==> src/rtl/core/grpe_pkg.sv <==
// Shared types, constants and helpers of the glyph row pixel expander.
package grpe_pkg;

    localparam int GLYPH_W = 8;
    localparam int GIDX_W  = $clog2(GLYPH_W);
    localparam int COORD_W = 11;
    localparam int POS_W   = 12;
    localparam int BASE_W  = 14;
    localparam int COL_N   = 2 * GLYPH_W;
    localparam int COL_W   = $clog2(COL_N);
    localparam int COLOR_W = 32;
    localparam int ADDR_W  = 20;
    localparam int SCALE_W = 2;
    localparam int CFG_W   = 11;
    localparam int CIDX_W  = 3;
    localparam int PROD_W  = 2 * COORD_W;

    localparam logic [COORD_W-1:0] RST_CLIP_RIGHT  = COORD_W'(1024);
    localparam logic [COORD_W-1:0] RST_CLIP_BOTTOM = COORD_W'(1024);
    localparam logic [COORD_W-1:0] RST_FRAME_WIDTH = COORD_W'(1024);

    typedef enum logic [CIDX_W-1:0] {
        REG_CLIP_LEFT    = 3'd0,
        REG_CLIP_TOP     = 3'd1,
        REG_CLIP_RIGHT   = 3'd2,
        REG_CLIP_BOTTOM  = 3'd3,
        REG_PIXEL_WIDTH  = 3'd4,
        REG_PIXEL_HEIGHT = 3'd5,
        REG_TRANSPARENT  = 3'd6,
        REG_FRAME_WIDTH  = 3'd7
    } t_reg_idx;

    typedef struct packed {
        logic        [GLYPH_W-1:0] row_bits;
        logic signed [POS_W-1:0]   pos_x;
        logic signed [POS_W-1:0]   pos_y;
        logic        [COLOR_W-1:0] fg_color;
        logic        [COLOR_W-1:0] bg_color;
    } t_in;

    typedef struct packed {
        logic [ADDR_W-1:0]  write_addr;
        logic [COLOR_W-1:0] write_color;
        logic               last;
    } t_out;

    typedef struct packed {
        logic [COORD_W-1:0] clip_left;
        logic [COORD_W-1:0] clip_top;
        logic [COORD_W-1:0] clip_right;
        logic [COORD_W-1:0] clip_bottom;
        logic [SCALE_W-1:0] pixel_width;
        logic [SCALE_W-1:0] pixel_height;
        logic               transparent;
        logic [COORD_W-1:0] frame_width;
    } t_cfg;

    // One classified glyph row, handed from front to back.
    typedef struct packed {
        logic        [GLYPH_W-1:0] row_bits;
        logic        [COLOR_W-1:0] fg_color;
        logic        [COLOR_W-1:0] bg_color;
        logic signed [BASE_W-1:0]  bx0;
        logic signed [BASE_W-1:0]  by0;
        logic        [COL_N-1:0]   xmask;
        logic        [1:0]         ymask;
        logic        [GLYPH_W-1:0] any;
        logic        [GIDX_W-1:0]  i_last;
        logic                      iy_last;
        logic                      ix_last;
    } t_job;

    typedef struct packed {
        logic valid;
        logic full;
    } t_q_stat;

    function automatic logic [GIDX_W-1:0] first_set(input logic [GLYPH_W-1:0] m);
        logic [GIDX_W-1:0] r;
        r = '0;
        for (int k = GLYPH_W - 1; k >= 0; k--) begin
            if (m[k]) r = GIDX_W'(k);
        end
        return r;
    endfunction

    function automatic logic [GIDX_W-1:0] last_set(input logic [GLYPH_W-1:0] m);
        logic [GIDX_W-1:0] r;
        r = '0;
        for (int k = 0; k < GLYPH_W; k++) begin
            if (m[k]) r = GIDX_W'(k);
        end
        return r;
    endfunction

    // Effective scale of 2 for register values 2 and 3; 0 and 1 act as 1.
    function automatic logic scale2(input logic [SCALE_W-1:0] s);
        return s[1];
    endfunction

endpackage

==> src/rtl/core/grpe_front.sv <==
// Front end: takes glyph rows, computes block origins and clip masks.
module grpe_front import grpe_pkg::*; (
    input  logic i_clk,
    input  logic i_rst_n,
    input  t_cfg i_cfg,
    input  logic i_in_valid,
    output logic o_in_ready,
    input  t_in  i_in_data,
    input  logic i_q_full,
    output logic o_push,
    output t_job o_job
);

    logic                      r_a_valid;
    logic        [GLYPH_W-1:0] r_bits;
    logic        [COLOR_W-1:0] r_fg;
    logic        [COLOR_W-1:0] r_bg;
    logic signed [BASE_W-1:0]  r_bx0;
    logic signed [BASE_W-1:0]  r_by0;

    logic signed [BASE_W-1:0]  gx, gy, n_bx0, n_by0;
    logic signed [BASE_W-1:0]  clip_l, clip_r, clip_t, clip_b, xc, yc;
    logic                      pw2, ph2;
    logic        [COL_N-1:0]   xm;
    logic        [1:0]         ym;
    logic        [GLYPH_W-1:0] any;
    logic                      colany;

    assign pw2 = scale2(i_cfg.pixel_width);
    assign ph2 = scale2(i_cfg.pixel_height);

    assign o_in_ready = !r_a_valid || !i_q_full;

    // Stage A: scaled block origin of glyph pixel 0.
    always_comb begin
        gx     = BASE_W'(i_in_data.pos_x);
        gy     = BASE_W'(i_in_data.pos_y);
        clip_l = signed'({3'b000, i_cfg.clip_left});
        clip_t = signed'({3'b000, i_cfg.clip_top});
        n_bx0  = (pw2 ? (gx <<< 1) : gx) + clip_l;
        n_by0  = (ph2 ? (gy <<< 1) : gy) + clip_t;
    end

    always_ff @(posedge i_clk) begin
        if (!i_rst_n) begin
            r_a_valid <= 1'b0;
        end else if (o_in_ready) begin
            r_a_valid <= i_in_valid;
        end
    end

    always_ff @(posedge i_clk) begin
        if (i_in_valid && o_in_ready) begin
            r_bits <= i_in_data.row_bits;
            r_fg   <= i_in_data.fg_color;
            r_bg   <= i_in_data.bg_color;
            r_bx0  <= n_bx0;
            r_by0  <= n_by0;
        end
    end

    // Stage B: which screen columns and rows survive the clip test.
    always_comb begin
        clip_r = signed'({3'b000, i_cfg.clip_right});
        clip_b = signed'({3'b000, i_cfg.clip_bottom});
        for (int c = 0; c < COL_N; c++) begin
            xc    = r_bx0 + signed'(BASE_W'(c));
            xm[c] = (xc >= clip_l) && (xc < clip_r) && (pw2 || (c < GLYPH_W));
        end
        for (int k = 0; k < 2; k++) begin
            yc    = r_by0 + signed'(BASE_W'(k));
            ym[k] = (yc >= clip_t) && (yc < clip_b) && (ph2 || (k == 0));
        end
        for (int i = 0; i < GLYPH_W; i++) begin
            colany = pw2 ? (xm[2*i] || xm[2*i+1]) : xm[i];
            any[i] = (r_bits[GLYPH_W-1-i] || !i_cfg.transparent) && colany && (|ym);
        end
    end

    always_comb begin
        o_job.row_bits = r_bits;
        o_job.fg_color = r_fg;
        o_job.bg_color = r_bg;
        o_job.bx0      = r_bx0;
        o_job.by0      = r_by0;
        o_job.xmask    = xm;
        o_job.ymask    = ym;
        o_job.any      = any;
        o_job.i_last   = last_set(any);
        o_job.iy_last  = ym[1];
        o_job.ix_last  = pw2 && xm[{last_set(any), 1'b1}];
    end

    // Rows with nothing visible are dropped here.
    assign o_push = r_a_valid && !i_q_full && (|any);

endmodule

==> src/rtl/core/grpe_queue.sv <==
// Two-entry job queue between front and back.
module grpe_queue import grpe_pkg::*; (
    input  logic    i_clk,
    input  logic    i_rst_n,
    input  logic    i_push,
    input  t_job    i_job,
    input  logic    i_pop,
    output t_job    o_job,
    output t_q_stat o_stat
);

    t_job       r_mem [2];
    logic       r_wp, r_rp;
    logic [1:0] r_cnt;

    assign o_job        = r_mem[r_rp];
    assign o_stat.valid = (r_cnt != 2'd0);
    assign o_stat.full  = (r_cnt == 2'd2);

    always_ff @(posedge i_clk) begin
        if (!i_rst_n) begin
            r_wp  <= 1'b0;
            r_rp  <= 1'b0;
            r_cnt <= 2'd0;
        end else begin
            if (i_push) r_wp <= !r_wp;
            if (i_pop)  r_rp <= !r_rp;
            if (i_push && !i_pop)      r_cnt <= r_cnt + 2'd1;
            else if (!i_push && i_pop) r_cnt <= r_cnt - 2'd1;
        end
    end

    always_ff @(posedge i_clk) begin
        if (i_push) r_mem[r_wp] <= i_job;
    end

endmodule

==> src/rtl/core/grpe_back.sv <==
// Back end: walks the visible glyph pixels, one screen pixel a cycle while the output does not stall.
module grpe_back import grpe_pkg::*; (
    input  logic    i_clk,
    input  logic    i_rst_n,
    input  t_cfg    i_cfg,
    input  t_q_stat i_q_stat,
    input  t_job    i_job,
    output logic    o_pop,
    output logic    o_out_valid,
    input  logic    i_out_ready,
    output t_out    o_out_data
);

    logic                r_busy;
    t_job                r_job;
    logic [GIDX_W-1:0]   r_i;
    logic                r_iy, r_ix;
    logic                n_busy;
    logic [GIDX_W-1:0]   n_i;
    logic                n_iy, n_ix;

    logic                r_g_valid;
    logic [COORD_W-1:0]  r_g_px, r_g_py;
    logic [COLOR_W-1:0]  r_g_color;
    logic                r_g_last;

    logic                r_o_valid;
    t_out                r_o_data;

    logic                pw2, ph2, o_load, g_free, step, surv, ix_end, iy_end, fin, has_next;
    logic [COL_W-1:0]    c;
    logic [GLYPH_W-1:0]  higher;
    logic [GIDX_W-1:0]   next_i;
    logic signed [BASE_W-1:0] px, py;
    logic [PROD_W-1:0]   row_base, addr_sum;

    assign pw2 = scale2(i_cfg.pixel_width);
    assign ph2 = scale2(i_cfg.pixel_height);

    assign o_load = r_g_valid && (!r_o_valid || i_out_ready);
    assign g_free = !r_g_valid || o_load;
    assign step   = r_busy && g_free;

    always_comb begin
        c        = pw2 ? {r_i, r_ix} : {1'b0, r_i};
        surv     = r_job.xmask[c] && r_job.ymask[r_iy];
        higher   = r_job.any & ~((GLYPH_W'(2) << r_i) - GLYPH_W'(1));
        has_next = |higher;
        next_i   = first_set(higher);
        ix_end   = !pw2 || r_ix;
        iy_end   = !ph2 || r_iy;
        fin      = ix_end && iy_end && !has_next;
        o_pop    = i_q_stat.valid && (!r_busy || (step && fin));
        px       = r_job.bx0 + signed'(BASE_W'(c));
        py       = r_job.by0 + signed'(BASE_W'(r_iy));

        n_busy = r_busy;
        n_i    = r_i;
        n_iy   = r_iy;
        n_ix   = r_ix;
        if (step) begin
            if (!ix_end) begin
                n_ix = 1'b1;
            end else begin
                n_ix = 1'b0;
                if (!iy_end) begin
                    n_iy = 1'b1;
                end else begin
                    n_iy = 1'b0;
                    n_i  = next_i;
                end
            end
            if (fin) n_busy = 1'b0;
        end
        if (o_pop) begin
            n_busy = 1'b1;
            n_i    = first_set(i_job.any);
            n_iy   = 1'b0;
            n_ix   = 1'b0;
        end
    end

    always_ff @(posedge i_clk) begin
        if (!i_rst_n) begin
            r_busy <= 1'b0;
        end else begin
            r_busy <= n_busy;
        end
    end

    always_ff @(posedge i_clk) begin
        r_i  <= n_i;
        r_iy <= n_iy;
        r_ix <= n_ix;
        if (o_pop) r_job <= i_job;
    end

    // Candidate pixel stage.
    always_ff @(posedge i_clk) begin
        if (!i_rst_n) begin
            r_g_valid <= 1'b0;
        end else if (g_free) begin
            r_g_valid <= step && surv;
        end
    end

    always_ff @(posedge i_clk) begin
        if (step) begin
            r_g_px    <= px[COORD_W-1:0];
            r_g_py    <= py[COORD_W-1:0];
            r_g_color <= r_job.row_bits[GIDX_W'(GLYPH_W - 1) - r_i] ?
                         r_job.fg_color : r_job.bg_color;
            r_g_last  <= (r_i == r_job.i_last) && (r_iy == r_job.iy_last) &&
                         (r_ix == r_job.ix_last);
        end
    end

    // Output register: linear address from row and column.
    always_comb begin
        row_base = r_g_py * i_cfg.frame_width;
        addr_sum = row_base + PROD_W'(r_g_px);
    end

    always_ff @(posedge i_clk) begin
        if (!i_rst_n) begin
            r_o_valid <= 1'b0;
        end else if (!r_o_valid || i_out_ready) begin
            r_o_valid <= r_g_valid;
        end
    end

    always_ff @(posedge i_clk) begin
        if (o_load) begin
            r_o_data.write_addr  <= addr_sum[ADDR_W-1:0];
            r_o_data.write_color <= r_g_color;
            r_o_data.last        <= r_g_last;
        end
    end

    assign o_out_valid = r_o_valid;
    assign o_out_data  = r_o_data;

endmodule

==> src/rtl/core/glyph_row_pixel_expander_unit.sv <==
// Top level of the glyph row pixel expander: config registers and block wiring.
//
// Usage: one input beat on i_in_* carries a glyph row (bit 7 leftmost), a
// signed glyph position and foreground/background colors. Each visible screen
// pixel of the row becomes one output beat on o_out_* with its linear
// frame-buffer address and color; last marks the final beat of the row.
// Rows with no visible pixel produce no output beat.
// Registers are written through i_cfg_we/i_cfg_idx/i_cfg_data. The user must
// write them only while idle; the block itself does not enforce this. A row
// passes the stage A register, the job queue, the walker, the candidate pixel
// register and the output register. The walker steps one screen pixel per cycle
// while the receiver does not stall, over each screen pixel of every glyph pixel
// with a visible part, clipped ones too, and uses a single address multiplier.
// The front end keeps accepting rows into a two-entry queue while the back
// end works; a stalled receiver holds the output register and backs up the
// walker, then the queue, then the front stage, and o_in_ready drops.
// Reset (synchronous, active low) empties all stages and loads the register
// defaults: full 1024x1024 clip, scale 1, opaque, frame width 1024.
module glyph_row_pixel_expander_unit import grpe_pkg::*; (
    input  logic              i_clk,
    input  logic              i_rst_n,
    input  logic              i_in_valid,
    output logic              o_in_ready,
    input  t_in               i_in_data,
    output logic              o_out_valid,
    input  logic              i_out_ready,
    output t_out              o_out_data,
    input  logic              i_cfg_we,
    input  logic [CIDX_W-1:0] i_cfg_idx,
    input  logic [CFG_W-1:0]  i_cfg_data
);

    t_cfg    r_cfg;
    t_job    front_job, q_job;
    t_q_stat q_stat;
    logic    q_push, q_pop;

    always_ff @(posedge i_clk) begin
        if (!i_rst_n) begin
            r_cfg.clip_left    <= '0;
            r_cfg.clip_top     <= '0;
            r_cfg.clip_right   <= RST_CLIP_RIGHT;
            r_cfg.clip_bottom  <= RST_CLIP_BOTTOM;
            r_cfg.pixel_width  <= SCALE_W'(1);
            r_cfg.pixel_height <= SCALE_W'(1);
            r_cfg.transparent  <= 1'b0;
            r_cfg.frame_width  <= RST_FRAME_WIDTH;
        end else if (i_cfg_we) begin
            case (i_cfg_idx)
                REG_CLIP_LEFT:    r_cfg.clip_left    <= i_cfg_data[COORD_W-1:0];
                REG_CLIP_TOP:     r_cfg.clip_top     <= i_cfg_data[COORD_W-1:0];
                REG_CLIP_RIGHT:   r_cfg.clip_right   <= i_cfg_data[COORD_W-1:0];
                REG_CLIP_BOTTOM:  r_cfg.clip_bottom  <= i_cfg_data[COORD_W-1:0];
                REG_PIXEL_WIDTH:  r_cfg.pixel_width  <= i_cfg_data[SCALE_W-1:0];
                REG_PIXEL_HEIGHT: r_cfg.pixel_height <= i_cfg_data[SCALE_W-1:0];
                REG_TRANSPARENT:  r_cfg.transparent  <= i_cfg_data[0];
                REG_FRAME_WIDTH:  r_cfg.frame_width  <= i_cfg_data[COORD_W-1:0];
                default: ;
            endcase
        end
    end

    grpe_front u_front (
        .i_clk      (i_clk),
        .i_rst_n    (i_rst_n),
        .i_cfg      (r_cfg),
        .i_in_valid (i_in_valid),
        .o_in_ready (o_in_ready),
        .i_in_data  (i_in_data),
        .i_q_full   (q_stat.full),
        .o_push     (q_push),
        .o_job      (front_job)
    );

    grpe_queue u_queue (
        .i_clk   (i_clk),
        .i_rst_n (i_rst_n),
        .i_push  (q_push),
        .i_job   (front_job),
        .i_pop   (q_pop),
        .o_job   (q_job),
        .o_stat  (q_stat)
    );

    grpe_back u_back (
        .i_clk       (i_clk),
        .i_rst_n     (i_rst_n),
        .i_cfg       (r_cfg),
        .i_q_stat    (q_stat),
        .i_job       (q_job),
        .o_pop       (q_pop),
        .o_out_valid (o_out_valid),
        .i_out_ready (i_out_ready),
        .o_out_data  (o_out_data)
    );

    a_no_overflow: assert property (@(posedge i_clk) disable iff (!i_rst_n)
        q_push |-> !q_stat.full)
        else $error("job queue written while full");

    a_no_underflow: assert property (@(posedge i_clk) disable iff (!i_rst_n)
        q_pop |-> q_stat.valid)
        else $error("job queue read while empty");

    a_stall_cause: assert property (@(posedge i_clk) disable iff (!i_rst_n)
        !o_in_ready |-> q_stat.full)
        else $error("input stalled with room in the job queue");

endmodule

==> config.mk <==
export PLATFORM = sky130hd
export DESIGN_NAME = glyph_row_pixel_expander_unit
export DESIGN_NICKNAME = d
export VERILOG_FILES = /design/src/rtl/core/grpe_pkg.sv /design/src/rtl/core/grpe_front.sv /design/src/rtl/core/grpe_queue.sv /design/src/rtl/core/grpe_back.sv /design/src/rtl/core/glyph_row_pixel_expander_unit.sv
export SDC_FILE = /design/constraint.sdc
export NUM_CORES = 1
export LEC_CHECK = 0
export ABC_AREA = 0
export BUFFER_PORTS_ARGS = -buffer_cell sky130_fd_sc_hd__buf_4
export CORE_MARGIN = 3
export CORE_UTILIZATION = 46
export CTS_CLUSTER_DIAMETER = 120
export DETAILED_ROUTE_END_ITERATION = 6
export PLACE_DENSITY_LB_ADDON = 0.05
export SLEW_MARGIN = 40
export SYNTH_ARGS = -nofsm -noshare
export SYNTH_HDL_FRONTEND = slang
export SYNTH_SLANG_ARGS = --single-unit
==> constraint.sdc <==
create_clock -name i_clk -period 31.5 [get_ports i_clk]
set_input_delay 6.3 -clock i_clk [delete_from_list [all_inputs] [get_ports i_clk]]
set_output_delay 6.3 -clock i_clk [all_outputs]
set_load 0.05 [all_outputs]
* Word level (Yosys, flattened, before mapping) *
Memory sizes are Yosys's and may differ from the RTL's. A register that Yosys moved wholly into a read port is not among the register bits.
Index checks and enable logic that the tools add are counted.

word-level totals
  memories kept = 1
  memory bits (writable) = 262
  output and inout port bits = 55
  logic and storage cells = 295
  bits in registers = 406
  input bits = 115

memory list
  memory         words  width  read ports  clocked after memory_dff  wr ports  RTL line          RTL
  u_queue.r_mem  2      131    1           1                         1         grpe_queue.sv:12  t_job r_mem [2];

cells by class
  multipliers = 1
  $lt $le $gt $ge = 40
  bitwise operators = 2
  reduce and logical (&&, ||, !) cells = 115
  muxes and demuxes = 58
  add/sub/neg operators = 25
  shifts and indexed selects = 1
  equal/unequal tests = 11

operator list
  operator                                            number
  greater-or-equal comparator 14 x 12 -> 1 bit        18
  < comparator 14 x 12 -> 1 bit                       18
  adder 14 x 5 -> 14 bit, second input constant       8
  two-way mux 3 bit                                   26
  logical AND 1 bit                                   59
  adder 14 x 4 -> 14 bit, second input constant       4
  two-way mux 32 bit                                  1
  adder 13 x 12 -> 14 bit                             2
  adder 14 x 2 -> 14 bit, second input constant       2
  adder 14 x 3 -> 14 bit, second input constant       2
  two-way mux 12 bit                                  2
  two-way mux 1 bit                                   23
  logical OR 1 bit                                    22
  adder 20 x 11 -> 20 bit                             1
  multiplier 11 x 11 -> 20 bit                        1
  AND reduction 2 bit                                 10
  OR reduction 8 bit                                  2
  zero test 1 bit                                     13
  equality test 3 bit, second input constant          4
  nonzero test 2 bit                                  6
  adder 11 x 2 -> 11 bit                              1
  adder 11 x 5 -> 11 bit                              1
  < comparator 4 x 5 -> 1 bit, second input constant  2
  AND 8 bit                                           1
  20 further kinds                                    24

* Longest topological paths before layout *
  depth in word-level cells = 17
  gate-level depth with buffers = 24
  gate-level depth less buffers = 23

* By module *
Synthesis repeated with hierarchy kept, for this count alone.

second synthesis, totals
  cell total of the unflattened synthesis = 3208
  area total of the unflattened synthesis = 39833.2 µm²

by module, submodules not included
  module                         cells an instance  seq. area each (µm²)  instances  area each (µm²)
  grpe_front                     1619               3022.9                1          14610.3
  grpe_back                      945                7156.9                1          12937.4
  grpe_queue                     430                7967.6                1          10047.1
  glyph_row_pixel_expander_unit  214                1201.2                1          2238.4

* Least setup slack after synthesis *
No wires, ideal clock.

  path kind = in2reg
  start = in i_out_ready
  end = reg u_back.r_job[0] (netlist name) (enable)
  arrival = 14484 ps
  cell stages on the path = 7
  slack = 16540 ps
  data required time = 31023 ps
  buffers on the path = 0
  path through = nor2b_1 > a21boi_0 > o21ai_0 > a21o_1 > o21ai_0 > o21ai_1 > inv_1

on the way
  word-level cells in the longest chain between the ends = 7

ends and longest elaborated chain
  item                  RTL line                             RTL
  from (decl)           glyph_row_pixel_expander_unit.sv:26  input logic i_out_ready,
  logical OR 1 bit      grpe_back.sv:40                      assign o_load = r_g_valid && (!r_o_valid || i_out_ready);
  logical AND 1 bit     grpe_back.sv:40
  logical OR 1 bit      grpe_back.sv:41                      assign g_free = !r_g_valid || o_load;
  logical AND 1 bit     grpe_back.sv:42                      assign step = r_busy && g_free;
  net u_back.step       grpe_back.sv:30                      logic pw2, ph2, o_load, g_free, step, surv, ix_end, iy_end, fin, has_next;
  logical AND 1 bit     grpe_back.sv:53                      o_pop = i_q_stat.valid && (!r_busy || (step && fin));
  logical OR 1 bit      grpe_back.sv:53
  logical AND 1 bit     grpe_back.sv:53
  net q_pop             glyph_row_pixel_expander_unit.sv:36  logic q_push, q_pop;
  to (signal assigned)  grpe_back.sv:95                      if (o_pop) r_job <= i_job;
  to (decl)             grpe_back.sv:15                      t_job r_job;

The timed path passes the listed nets, and every way through them passes these cells.
A chain may end at the register's enable or synchronous reset.

* Worst setup path in the final report *
  start = in i_in_data[76] (netlist name)
  end = reg u_front.r_bx0[12], data pin

on the way
  word-level cells in the longest chain between the ends = 2

ends and longest elaborated chain
  item                     RTL line                             RTL
  from (decl)              glyph_row_pixel_expander_unit.sv:24  input t_in i_in_data,
  two-way mux 12 bit       grpe_front.sv:40                     n_bx0 = (pw2 ? (gx <<< 1) : gx) + clip_l;
  adder 13 x 12 -> 14 bit  grpe_front.sv:40
  net u_front.n_bx0[12]    grpe_front.sv:21                     logic signed [BASE_W-1:0] gx, gy, n_bx0, n_by0;
  to (signal assigned)     grpe_front.sv:57                     r_bx0 <= n_bx0;
  to (decl)                grpe_front.sv:18                     logic signed [BASE_W-1:0] r_bx0;

The timed path passes the listed nets, and every way through them passes these cells.

==> summary.txt <==
Yosys
  – Synth Instances: 3197
  – Synthesized flop and latch total: 651
  – Post-Syn Area: 38600 um2
  – Area fraction of the dominant cell type after synthesis: 45.2%
  – Area contributors post-synth: edfxtp_1 45%, ha_1 14%, mux2_2 5.2%
  – Syn Area/Cell: 12.1 um2
  – Synth unique cells: 88
  – Synth warn: 0
  – Dominant synthesized flop cell: edfxtp_1
  – Number of flops mapped to enable cells by yosys: 582
  – Post-synth net total: 3827
  – Top post-synthesis cells by count: 582 x edfxtp_1, 422 x ha_1, 298 x nand2_1
  – Area leader, netlist: edfxtp_1
  – Sequential area share after synthesis: 48.8%
  – Ys async rst share: 0%
  – Most frequent cell after synthesis: edfxtp_1

Setup path
  – Worst endpoint required time: 31.87 ns
  – CP peak stage delay: 0.40 ns
  – Maximum fanout along the worst path: 3
  – Buf+Inv Stages, Crit Path: 2
  – CP Cell Sequence: buf_4 > nor2b_1 > ha_1 > inv_1 > fa_1 > nor2b_1 > o21ai_0 > a21boi_0 > o21ai_0 > a21boi_0 > o21ai_0 > a21boi_0 > o21ai_0 > a21boi_0 > o32a_1 > nand2_1
  – Worst setup SP type: input pin
  – Kind of critical path: input pin to flip-flop
  – CP max-delay cell: fa_1
  – Worst setup EP type: flip-flop
  – Crit path max-delay family: compound AO/OA/AOI/OAI gates
  – Data arrival, critical path: 9.24 ns

Clock tree
  – Worst-Skew Late Latency: 0.63 ns
  – Post-CTS setup buffer count: 0
  – CTS tree: done
  – Hold_buf cts: 0
  – Post-cts sizing count: 0
  – Sink Count: 651
  – Clock buffer depth: 3
  – Clock-pin slew on the worst setup and hold paths: 0.05 ns
  – Total CTS buffers: 74
  – Clock root buffer: clkbuf_16
  – H-tree levels: 3

GRT
  – Largest net degree at the start of global routing: 82
  – First-pass GRT wire length: 158000 um
  – Vias in the first global route: 26500
  – All-Layer GR Usage: 23.9%
  – Initial antenna violation count: 0
  – Gr ovfl total: 0

Timing
  – Final hold vios: 0
  – Final setup violation count: 0
  – Max-slew headroom: 40.4%
  – Measured slew at the worst slew-check pin: 0.889 ns
  – RSZ-0062 raised after global routing: no
  – Max-slew violation count: 0
  – Fmax: 0.113 GHz
  – Final Critical Period: 8.87 ns
  – Final setup margin: 22.63 ns
  – Period utilisation layout: 28.2%
  – Setup TNS: 0 ns
  – Clk_skew: 0.0295 ns

Finish
  – Final core occ: 52.7%
  – Finished Layout Cells: 4509
  – Share of cells above drive strength 1: 15.8%
  – Nets@finish: 4015
  – Synth-to-Final Area Change: 12.7%

Route
  – Final ANT Viol Nets: 0
  – Vias: 25800
  – Initial DRC count: 1860
  – DRT Pass-1 Iters: 5
  – DRC Markers: 0
  – Average wire per standard cell: 23.2 um
  – DRT Wirelength: 105000 um
  – Vias per cell: 5.71

Pwr
  – Maximum VDD drop: 0.0623 mV
  – PwrDens: 64.6 nW/um2
  – Pwr Total: 0.00281 W
  – Total leakage power: 16.6 nW

Place
  – Port buffer count: 169
  – Placed cells: 4378
  – Pre-CTS setup slack: 22.02 ns
  – HPWL after DPL: 72400 um
  – Routability cong.: 0.901

Floorplanning
  – IO Count: 170
  – DIE WIDTH: 296 um
  – Core Region: 82600 um2
  – Die ar.: 87500 um2
  – Die Ht: 296 um
  – Num rows: 105
  – Starting Density: 46.8%

Hold path
  – Hold/Removal Path Class: flip-flop to flip-flop

Outcome
  – Outcome: completed

Job
  – Maxcap violations: 0
area by class of cell:
class | count | area (um2)
Fill cell | 7142 | 39100
Sequential cell | 651 | 18900
Multi-Input combinational cell | 2201 | 18500
Clock buffer | 96 | 1940
Timing Repair Buffer | 218 | 1680
Tap cell | 1070 | 1340
Inverter | 239 | 900
Clock inverter | 33 | 325
Antenna cell | 1 | 2.50
routing by layer:
layer  GRT usage [%]  part of all wire, %  vias to the layer above
met1            31.9                   44                    12800
met5               0                    0                        -
met2            40.1                   48                      737
li1                -                    -                    12000
met4            7.63                  2.9                        0
met3            3.65                  5.7                      198
power breakdown:
group          switching, W  internal, W
registers         0.0000743      0.00113
logic              0.000469     0.000328
clock network      0.000345     0.000466
through the flow:
stage | hold WS [ns] | area, um2
after detailed placement | 0.405 | 41200
after CTS | 0.402 | 43500
final | 0.408 | 43500
after global routing | 0.419 | 43500
after floorplan | 0.400 | 38600
after global placement | 0.401 | 41200
cell families (layout without fill, tap and decap cells):
kind of cell / after synthesis / after routing / share of synthesized area [%]
simple gates: 744 / 744 / 9.18
flops: 651 / 651 / 48.8
compound gates: 538 / 538 / 9.46
fa+ha+maj: 515 / 515 / 18.5
buf+inv: 345 / 586 / 3.53
mux: 205 / 205 / 6.03
xor+xnor: 199 / 199 / 4.51
other cells: 0 / 1 / 0
cell usage in the layout (no fill, tap or decap), drive strengths merged, types with 6 or more instances in the layout:
cell type,Yosys,routed
o2111ai,10,10
clkbuf,72,97
fa,93,93
o211ai,22,22
clkinv,1,21
a31oi,17,17
inv,238,248
ha,422,422
and4,8,8
a21o,50,50
xor2,76,76
or3,6,6
edfxtp,582,582
a221o,6,6
a211oi,24,24
dfxtp,69,69
mux2,178,178
nand3,61,61
nor2,150,150
o21ai,99,99
nor3,28,28
o21a,24,24
a211o,8,8
buf,34,217
a21boi,73,73
mux2i,23,23
nor2b,29,29
a2111oi,17,17
nor4,14,14
nand4,31,31
nand2b,27,27
a21oi,129,129
xnor2,123,123
and3,18,18
nand2,299,299
and2,62,62
final timing paths:
check	from	endpoint	slack (ns)	depth (start not counted)
worst max-delay path	i_in_data[76]	u_front.r_bx0[12]$_DFFE_PP_	22.63	16
worst min-delay path	u_back.r_g_color[13]$_DFFE_PP_	u_back.o_out_data[14]$_DFFE_PP_	0.41	0
worst max register to register	u_front.r_bx0[6]$_DFFE_PP_	u_queue.r_mem[0][98]$_DFFE_PP_	24.33	17
worst min register to register	u_back.r_g_color[13]$_DFFE_PP_	u_back.o_out_data[14]$_DFFE_PP_	0.41	0
sequential cells by signal (all words and copies together) (netlist names), 2 cells and up, named ones only:
| register | cells |
|---|---|
| u_front.r_bits | 8 |
| u_back.o_out_data | 53 |
| u_front.r_by0 | 14 |
| u_back.r_g_color | 32 |
| u_queue.r_mem | 248 |
| u_back.r_g_px | 11 |
| r_cfg | 58 |
| u_front.r_bg | 32 |
| u_back.r_job | 123 |
| u_front.r_fg | 32 |
| u_queue.r_cnt | 2 |
| u_front.r_bx0 | 14 |
| u_back.r_i | 3 |
| u_back.r_g_py | 11 |
Power figures use the tool's default switching activity.
